--- src/sv/itoa_fmt_pkg.sv ---
// Package: shared types, format codes and character helpers for the integer formatter.
package itoa_fmt_pkg;

   localparam int MAX_DIGITS = 16;
   localparam int CNT_W      = $clog2(MAX_DIGITS + 1);
   localparam int SIDX_W     = $clog2(MAX_DIGITS);

   localparam logic [30:0] COUNT_MAX = 31'h7FFF_FFFF;

   localparam logic [2:0] FMT_SDEC = 3'd0;
   localparam logic [2:0] FMT_UDEC = 3'd1;
   localparam logic [2:0] FMT_HEXL = 3'd2;
   localparam logic [2:0] FMT_HEXU = 3'd3;
   localparam logic [2:0] FMT_PTR  = 3'd4;

   localparam logic [7:0] CH_ZERO  = 8'h30;
   localparam logic [7:0] CH_MINUS = 8'h2D;
   localparam logic [7:0] CH_X     = 8'h78;

   // reciprocal of ten scaled by 2^35
   localparam logic [31:0] RECIP10 = 32'hCCCC_CCCD;

   typedef struct packed {
      logic [2:0]  req_type;
      logic [63:0] value;
   } req_payload_type;

   typedef struct packed {
      logic [7:0]  char_out;
      logic        last_char;
      logic [30:0] running_total;
   } rsp_payload_type;

   typedef enum logic [2:0] {
      ST_IDLE,
      ST_DEC_MUL,
      ST_DEC_STEP,
      ST_HEX,
      ST_EMIT
   } state_type;

   typedef enum logic {
      PRE_MINUS,
      PRE_HEX
   } prefix_type;

   function automatic logic [7:0] digit_char(input logic [3:0] digit, input logic upper);
      logic [7:0] ch;
      if (digit < 4'd10) begin
         ch = CH_ZERO + {4'b0, digit};
      end else if (upper) begin
         ch = 8'h41 + {4'b0, digit - 4'd10};
      end else begin
         ch = 8'h61 + {4'b0, digit - 4'd10};
      end
      return ch;
   endfunction

endpackage

--- src/sv/itoa_fmt_div10.sv ---
// Divide-by-ten unit: registered reciprocal multiply, then quotient and remainder.
module itoa_fmt_div10 (
   input  logic        clock,
   input  logic [31:0] operand,
   output logic [31:0] quot,
   output logic [3:0]  rem
);
   import itoa_fmt_pkg::*;

   logic [63:0] prod_ff, prod_in;
   logic [31:0] op_ff, op_in;
   logic [31:0] times_ten;
   logic [31:0] rem_full;

   assign prod_in = {32'b0, operand} * {32'b0, RECIP10};
   assign op_in   = operand;

   always_ff @(posedge clock) begin
      prod_ff <= prod_in;
      op_ff   <= op_in;
   end

   always_comb begin
      quot      = {3'b0, prod_ff[63:35]};
      times_ten = {quot[28:0], 3'b0} + {quot[30:0], 1'b0};
      rem_full  = op_ff - times_ten;
      rem       = rem_full[3:0];
   end

endmodule

--- src/sv/integer_to_ascii_formatter_top.sv ---
// Top level: integer to ASCII formatter with digit sequencer, digit stack and output register.
//
//   channel | direction | handshake        | payload
//   req     | in        | req_valid/stall  | req_payload_type  (format code, value)
//   rsp     | out       | rsp_valid/stall  | rsp_payload_type  (char, last, total)
//
// A transaction is taken in the idle state, then each digit is made in decimal (multiply
// by the reciprocal of ten, then correct and push) or in hex (nibble shift); then the
// characters leave one at a time through the output register.
// req_stall is high from acceptance until the last character is loaded.
// rsp_stall holds the output register; character generation waits for it.
// Synchronous reset clears the sequencer, the character count and the output valid.
module integer_to_ascii_formatter_top (
   input  logic                          clock,
   input  logic                          reset,
   input  logic                          req_valid,
   output logic                          req_stall,
   input  itoa_fmt_pkg::req_payload_type req_data,
   output logic                          rsp_valid,
   input  logic                          rsp_stall,
   output itoa_fmt_pkg::rsp_payload_type rsp_data
);
   import itoa_fmt_pkg::*;

   state_type       state_ff, state_in;
   logic [63:0]     work_ff, work_in;
   logic [CNT_W-1:0] digits_ff, digits_in;
   logic [1:0]      pre_ff, pre_in;
   prefix_type      pkind_ff, pkind_in;
   logic            upper_ff, upper_in;
   logic [30:0]     count_ff, count_in;
   logic            rsp_valid_ff, rsp_valid_in;
   rsp_payload_type rsp_data_ff, rsp_data_in;

   logic [3:0]      stack [MAX_DIGITS];
   logic            stack_we;
   logic [3:0]      stack_wdata;
   logic [3:0]      stack_rdata_ff;
   logic [CNT_W-1:0] digits_next;
   logic [CNT_W-1:0] rd_idx;
   logic [CNT_W-1:0] rd_idx_next;
   logic [31:0]     quot;
   logic [3:0]      rem;
   logic [31:0]     low;
   logic            load_ok;

   itoa_fmt_div10 u_div10 (
      .clock   (clock),
      .operand (work_ff[31:0]),
      .quot    (quot),
      .rem     (rem)
   );

   always_ff @(posedge clock) begin
      if (reset) begin
         state_ff     <= ST_IDLE;
         count_ff     <= '0;
         rsp_valid_ff <= 1'b0;
      end else begin
         state_ff     <= state_in;
         count_ff     <= count_in;
         rsp_valid_ff <= rsp_valid_in;
      end
   end

   always_ff @(posedge clock) begin
      work_ff     <= work_in;
      digits_ff   <= digits_in;
      pre_ff      <= pre_in;
      pkind_ff    <= pkind_in;
      upper_ff    <= upper_in;
      rsp_data_ff <= rsp_data_in;
   end

   // a push always lands on the entry read next, so forward the write data
   always_ff @(posedge clock) begin
      if (stack_we) begin
         stack[digits_ff[SIDX_W-1:0]] <= stack_wdata;
         stack_rdata_ff               <= stack_wdata;
      end else begin
         stack_rdata_ff <= stack[rd_idx_next[SIDX_W-1:0]];
      end
   end

   assign rd_idx      = digits_ff - CNT_W'(1);
   assign rd_idx_next = digits_in - CNT_W'(1);
   assign digits_next = digits_ff + CNT_W'(1);
   assign low         = req_data.value[31:0];
   assign load_ok     = !rsp_valid_ff || !rsp_stall;

   always_comb begin
      state_in     = state_ff;
      work_in      = work_ff;
      digits_in    = digits_ff;
      pre_in       = pre_ff;
      pkind_in     = pkind_ff;
      upper_in     = upper_ff;
      count_in     = count_ff;
      rsp_valid_in = rsp_valid_ff;
      rsp_data_in  = rsp_data_ff;
      stack_we     = 1'b0;
      stack_wdata  = rem;
      req_stall    = (state_ff != ST_IDLE);

      if (rsp_valid_ff && !rsp_stall) begin
         rsp_valid_in = 1'b0;
      end

      case (state_ff)
         ST_IDLE: begin
            digits_in = '0;
            pre_in    = 2'd0;
            pkind_in  = PRE_MINUS;
            upper_in  = (req_data.req_type == FMT_HEXU);
            work_in   = {32'b0, low};
            if (req_valid) begin
               case (req_data.req_type)
                  FMT_SDEC: begin
                     state_in = ST_DEC_MUL;
                     if (low[31]) begin
                        work_in = {32'b0, ~low + 32'd1};
                        pre_in  = 2'd1;
                     end
                  end
                  FMT_UDEC: state_in = ST_DEC_MUL;
                  FMT_HEXL, FMT_HEXU: state_in = ST_HEX;
                  FMT_PTR: begin
                     state_in = ST_HEX;
                     work_in  = req_data.value;
                     pre_in   = 2'd2;
                     pkind_in = PRE_HEX;
                  end
                  default: state_in = ST_IDLE;  // unknown format: dropped
               endcase
            end
         end
         ST_DEC_MUL: begin
            state_in = ST_DEC_STEP;
         end
         ST_DEC_STEP: begin
            stack_we    = 1'b1;
            stack_wdata = rem;
            work_in     = {32'b0, quot};
            digits_in   = digits_next;
            if (quot != 32'd0 && digits_next < CNT_W'(MAX_DIGITS)) begin
               state_in = ST_DEC_MUL;
            end else begin
               state_in = ST_EMIT;
            end
         end
         ST_HEX: begin
            stack_we    = 1'b1;
            stack_wdata = work_ff[3:0];
            work_in     = {4'b0, work_ff[63:4]};
            digits_in   = digits_next;
            if (work_ff[63:4] != 60'd0 && digits_next < CNT_W'(MAX_DIGITS)) begin
               state_in = ST_HEX;
            end else begin
               state_in = ST_EMIT;
            end
         end
         ST_EMIT: begin
            if (load_ok) begin
               count_in = (count_ff == COUNT_MAX) ? count_ff : count_ff + 31'd1;
               rsp_valid_in              = 1'b1;
               rsp_data_in.running_total = count_in;
               rsp_data_in.last_char     = 1'b0;
               if (pre_ff != 2'd0) begin
                  pre_in = pre_ff - 2'd1;
                  if (pkind_ff == PRE_MINUS) begin
                     rsp_data_in.char_out = CH_MINUS;
                  end else if (pre_ff == 2'd2) begin
                     rsp_data_in.char_out = CH_ZERO;
                  end else begin
                     rsp_data_in.char_out = CH_X;
                  end
               end else begin
                  rsp_data_in.char_out = digit_char(stack_rdata_ff, upper_ff);
                  digits_in            = rd_idx;
                  if (digits_ff == CNT_W'(1)) begin
                     rsp_data_in.last_char = 1'b1;
                     state_in              = ST_IDLE;
                  end
               end
            end
         end
         default: state_in = ST_IDLE;
      endcase
   end

   assign rsp_valid = rsp_valid_ff;
   assign rsp_data  = rsp_data_ff;

endmodule
--- config.mk ---
export PLATFORM = sky130hd
export DESIGN_NAME = integer_to_ascii_formatter_top
export DESIGN_NICKNAME = d
export VERILOG_FILES = /design/src/sv/itoa_fmt_pkg.sv /design/src/sv/itoa_fmt_div10.sv /design/src/sv/integer_to_ascii_formatter_top.sv
export SDC_FILE = /design/constraint.sdc
export NUM_CORES = 2
export LEC_CHECK = 0
export BUFFER_PORTS_ARGS = -buffer_cell sky130_fd_sc_hd__buf_2
export CAP_MARGIN = 10
export CORE_ASPECT_RATIO = 0.8
export CORE_MARGIN = 10
export CORE_UTILIZATION = 55
export DETAILED_ROUTE_END_ITERATION = 8
export GPL_TIMING_DRIVEN = 0
export PLACE_DENSITY = 0.69
export SLEW_MARGIN = 30
export SYNTH_ARGS = -nofsm -noshare
export SYNTH_HDL_FRONTEND = slang
export SYNTH_SLANG_ARGS = --single-unit
export TNS_END_PERCENT = 100
--- constraint.sdc ---
create_clock -name clock -period 8.8 [get_ports clock]
set_clock_uncertainty 0.05 [all_clocks]
set_input_delay 0.44 -clock clock [delete_from_list [all_inputs] [get_ports clock]]
set_output_delay 0.44 -clock clock [all_outputs]
set_load 0.005 [all_outputs]
## After elaboration in Yosys (flattened, before gate mapping)

Memory sizes are Yosys's and may differ from the RTL's. A register that Yosys moved wholly into a read port is not among the register bits.
Index checks and enable logic that the tools add are counted.

- Register bits after elaboration: 216
- RAM bits: 64
- Logic and storage cells: 102
- Memories: 1

Memory list:

| memory | depth | width | rd ports | clocked after Yosys merged registers in | write ports | RTL line | source |
|---|---|---|---|---|---|---|---|
| stack | 16 | 4 | 1 | 1 | 1 | integer_to_ascii_formatter_top.sv:35 | `logic [3:0] stack [MAX_DIGITS];` |

- Add/subtract/negate cells: 12
- Multiply operators: 1
- Magnitude comparators: 2
- Eq/ne operators: 16
- Mux-type cells: 36
- Bitwise logic cells: 1
- Reductions and logical operators: 20

Operators by type and width:

| cell | count |
|---|---|
| $pmux W64 S3 | 1 |
| $pmux W64 S2 | 1 |
| $mul A32 B32 Y64 const B | 1 |
| $mux W64 | 1 |
| $reduce_bool A60 Y1 | 1 |
| $add A32 B1 Y32 const B | 1 |
| $mux W32 | 1 |
| $not A32 Y32 | 1 |
| $reduce_bool A32 Y1 | 1 |
| $add A31 B1 Y31 const B | 1 |
| $eq A31 B31 Y1 const B | 1 |
| $mux W31 | 1 |
| $mux W8 | 3 |
| $mux W3 | 6 |
| $add A7 B4 Y8 const A | 2 |
| $pmux W3 S5 | 1 |
| $pmux W5 S3 | 1 |
| $mux W7 | 2 |
| $eq A3 B2 Y1 const B | 4 |
| $pmux W2 S2 | 3 |
| $mux W5 | 2 |
| $ne A2 B2 Y1 const B | 5 |
| $mux W1 | 9 |
| $add A6 B4 Y7 const A | 1 |
| 26 further kinds | 37 |

## Logic depth before layout (Yosys ltp)

- Depth in word-level cells: 6
- Gate-level depth with buffers: 27
- Depth with buffers taken out: 27

## Cells and area by module

Synthesis repeated with hierarchy kept, for this count alone.

- Cell total of the unflattened synthesis: 2,614
- Area, all modules: 27,999.4 µm²

By module, submodules not included:

| module | times used | cells each | area each (µm²) |
|---|---|---|---|
| itoa_fmt_div10 | 1 | 1,713 | 17,443.0 |
| integer_to_ascii_formatter_top | 1 | 901 | 10,556.4 |

## Least setup slack after synthesis

Ideal clock, no wire load.

- Path kind: reg2reg
- Start: register work_ff[10]
- End: register u_div10.prod_ff[62]
- Arrival time: 6.853 ns
- Required time: 8.623 ns
- Path slack: 1.770 ns
- Cell stages (with the launch flop): 28
- Period minus slack after synthesis: 7.030 ns
- Cells stage by stage: edfxtp_1 > inv_1 > ha_1 > clkbuf_1 > xor2_1 > ha_1 > a21o_1 > fa_1 > inv_1 > fa_1 > inv_1 > fa_1 > fa_1 > fa_1 > inv_1 > fa_1 > inv_1 > ha_1 > a21o_1 > a31oi_1 > nor3b_1 > nor3b_2 > a2111oi_2 > nor3_1 > nor2_2 > a21oi_1 > nor3b_1 > or3_1

- Cells in the longest elaborated chain, start to end: 1

Ends and longest elaborated chain:

| element | RTL line | source |
|---|---|---|
| from (decl) | integer_to_ascii_formatter_top.sv:26 | `logic [63:0] work_ff, work_in;` |
| from (signal assigned) | integer_to_ascii_formatter_top.sv:67 | `work_ff <= work_in;` |
| $mul A32 B32 Y64 | itoa_fmt_div10.sv:15 | `assign prod_in = {32'b0, operand} * {32'b0, RECIP10};` |
| net u_div10.prod_in[62] | itoa_fmt_div10.sv:10 | `logic [63:0] prod_ff, prod_in;` |
| to (signal assigned) | itoa_fmt_div10.sv:19 | `prod_ff <= prod_in;` |
| to (decl) | itoa_fmt_div10.sv:10 |  |

The timed path passes the listed nets, and every way through them passes these cells.
A chain may end at the register's enable or synchronous reset.

## Final worst setup path

- Start: register work_ff[8]
- End: register u_div10.prod_ff[58]

Same word-level chain as after synthesis.

==> run_results.csv <==
group,metric,value,unit
layout,syn_to_final_growth,8.12,%
routing,first_pass_iters,5,
clocking,cts_tree,"built",
grt,grt_max_degree,29,
routing,vias,19900,
clocking,post_cts.repair.setup_buffers,0,
yosys,yosysWarnings,0,
floorplanning,ios,113,
timing,max_freq,0.118,GHz
clocking,cts-resized-gates,0,
clocking,insertion_delay,0.54,ns
clocking,clockRootBuffer,"clkbuf_16",
timing,rsz0062_at_grt,"false",
grt,grt_overflow,0,
grt,antenna_found_initial,9,
worst_setup_path,cp-end-kind,"flop",
worst_hold_path,worst_hold_path.endpoint,"work_ff[43]",
worst_setup_path,startpoint_type,"flop",
routing,routed_wirelength,80900,µm
clocking,cts-htree-levels,1,
layout,drive_above_1_share,7.44,%
timing,holdWs,0.132,ns
timing,period_minus_slack,8.46,ns
worst_setup_path,crit_start,"work_ff[8]",
clocking,clockBufferDepth,3,
layout,nNetsFinal,3651,
floorplanning,dieArea,60800,µm²
grt,gr-usage-all-layers,27.1,%
worst_setup_path,reg2reg_slack,0.34,ns
floorplanning,rows,74,
worst_hold_path,whs_path_depth,2,
worst_setup_path,crit_top_cell,"fa_1",
worst_setup_path,cp_max_fo,9,
yosys,synth_seq_cells,248,
yosys,seq_area_frac_synth,23.7,%
routing,antenna_left,0,
yosys,synth_cells,2680,
worst_setup_path,crit_required,9.19,ns
timing,report.final.hold_viol_count,0,
flow_run,maxCapViolations,0,
clocking,clkTransAtPathRegs,0.08,ns
yosys,synth_cell_types,78,
worst_setup_path,r2r_end,"u_div10.prod_ff[58]",
grt,grt_pass1_wl,125000,µm
yosys,yosys-top-cells-area,"fa_1, edfxtp_1, ha_1",
routing,wl_per_cell,22.9,µm
routing,drc_errors,0,
timing,setup_viol,0,
yosys,synth_edf_count,172,
layout,most-common-layout-cells,"inv_1, fa_1, ha_1, edfxtp_1, nor2_1",
worst_setup_path,rr_startpoint,"work_ff[8]",
grt,grt_pass1_vias,20400,
yosys,synth_top_area_share,27.4,%
placed_design,numPortBuffers,110,
yosys,synthFlopType,"edfxtp_1",
floorplanning,coreArea,50900,µm²
worst_hold_path,min_path_type,"in -> reg",
routing,vias_per_cell,5.63,
yosys,postSynthAreaPerCell,10.5,µm²
yosys,yosysTopAreaCell,"fa_1",
timing,worst_slew_margin_rel,32.1,%
worst_hold_path,hp-start,"req_data[43]",
layout,layout_commonest_cell,"inv_1",
layout,seqCellArea,6690,µm²
floorplanning,die_height,223,µm
layout,fillers,4336,
floorplanning,die_x,273,µm
yosys,async_reset_ff_share,0,%
yosys,syn_nets,3512,
timing,drv_slew,0,
timing,tns,0,ns
worst_setup_path,crit_slowest_cell,"edfxtp_1",
placed_design,dp_hpwl,70100,µm
timing,fin_crit_sh,96.2,%
clocking,clkSinkCount,248,
worst_setup_path,max_stage_delay,0.67,ns
clocking,holdBufCountCts,0,
worst_setup_path,crit_arrival,8.86,ns
clocking,numCtsBuffers,22,
worst_setup_path,r2r_cells,26,
yosys,syn_area,28200,µm²
timing,worst_pin_slew,1.01,ns
floorplanning,initial_core_util,55.4,%
placed_design,gp_congestion,1.09,
layout,multi_input_area,18900,µm²
routing,first_iter_violations,1986,
worst_setup_path,critPathKind,"reg -> reg",
run_status,status,"finished clean",
cell usage after synthesis, drive strengths merged (8+ instances only):
master and number:
clkbuf 40, mux4 20, a31oi 8, ha 375
mux2i 32, dfxtp 76, edfxtp 172, and2 16
a21oi 126, a22o 28, or3 10, nor3 30
o21bai 9, nor2b 8, o21ai 63, nand3 31
fa 386, and3 14, nand2b 9, a21o 38
nor4 20, nor2 148, nand2 103, buf 13
xnor2 76, xor2 95, inv 632, nand4 32
worst max path at each step:
stage	cells past startpoint	slack, ns	endpoint
3_3_place_gp	26	0.26	u_div10.prod_ff[58]
5_1_grt	26	0.05	u_div10.prod_ff[48]
2_1_floorplan	27	1.77	u_div10.prod_ff[62]
6_report	26	0.34	u_div10.prod_ff[58]
4_1_cts	26	0.22	u_div10.prod_ff[58]
3_5_place_dp	26	0.26	u_div10.prod_ff[58]
per-layer routing:
layer / GRT usage, % / part of all wire, % / up-vias
met5: 0 / 0 / -
met2: 39.2 / 43 / 810
met1: 40.4 / 45 / 9984
met4: 5.27 / 1.9 / 0
met3: 7.05 / 10 / 107
li1: - / - / 8966
worst max-delay path: cells and delay by family, from the launching register on:
kind                       cells  cell delay, ns
AOI/OAI and AO/OA              6            1.89
adders and majority gates      8            3.74
buffers and inverters          6            0.84
and+or+nand+nor                4            0.66
DFF                            1            0.67
xor gates and xnor gates       2            0.50
flip-flops by register name (all words and copies together), names as in the netlist, named ones only:
| name | cells |
|---|---|
| stack | 64 |
| work_ff | 64 |
| rsp_data | 39 |
| count_ff | 31 |
| u_div10.prod_ff | 31 |
| digits_ff | 5 |
| state_ff | 3 |
| pre_ff | 2 |
| u_div10.op_ff | 2 |
| pkind_ff | 1 |
| rsp_valid | 1 |
| upper_ff | 1 |
stage by stage:
| stage | util (%) | setup WS, ns | instances | instance area [µm²] |
|---|---|---|---|---|
| after floorplan | - | 1.77 | 2680 | 28200 |
| after global placement | 58.1 | 0.264 | 3474 | 29600 |
| after detailed placement | 58.4 | 0.257 | 3479 | 29700 |
| after CTS | 59.8 | 0.218 | 3519 | 30500 |
| after global routing | 59.9 | 0.0542 | 3528 | 30500 |
| final | 59.9 | 0.336 | 3529 | 30500 |
logic make-up (layout without fill, tap and decap cells):
family,Yosys count,in the layout,share of synthesized area (%)
fa+ha+maj,761,761,44.0
buf+inv,687,842,9.30
simple gates,443,443,7.80
compound gates,315,315,7.02
flops,248,248,23.7
xor+xnor,171,171,5.31
mux,54,54,2.81
other cells,1,11,0.0133
cell type report:
type / instances / share of cell area (%)
Multi-Input combinational cell: 1745 / 62.1
Sequential cell: 248 / 21.9
Inverter: 633 / 7.79
Tap cell: 684 / 2.81
Timing Repair Buffer: 115 / 2.17
Clock buffer: 31 / 2.15
Buffer: 54 / 0.813
Clock inverter: 9 / 0.209
Antenna cell: 10 / 0.0821
Power is not shown: default switching activity piles up to over one toggle a cycle in this logic, so the estimate is an artifact.
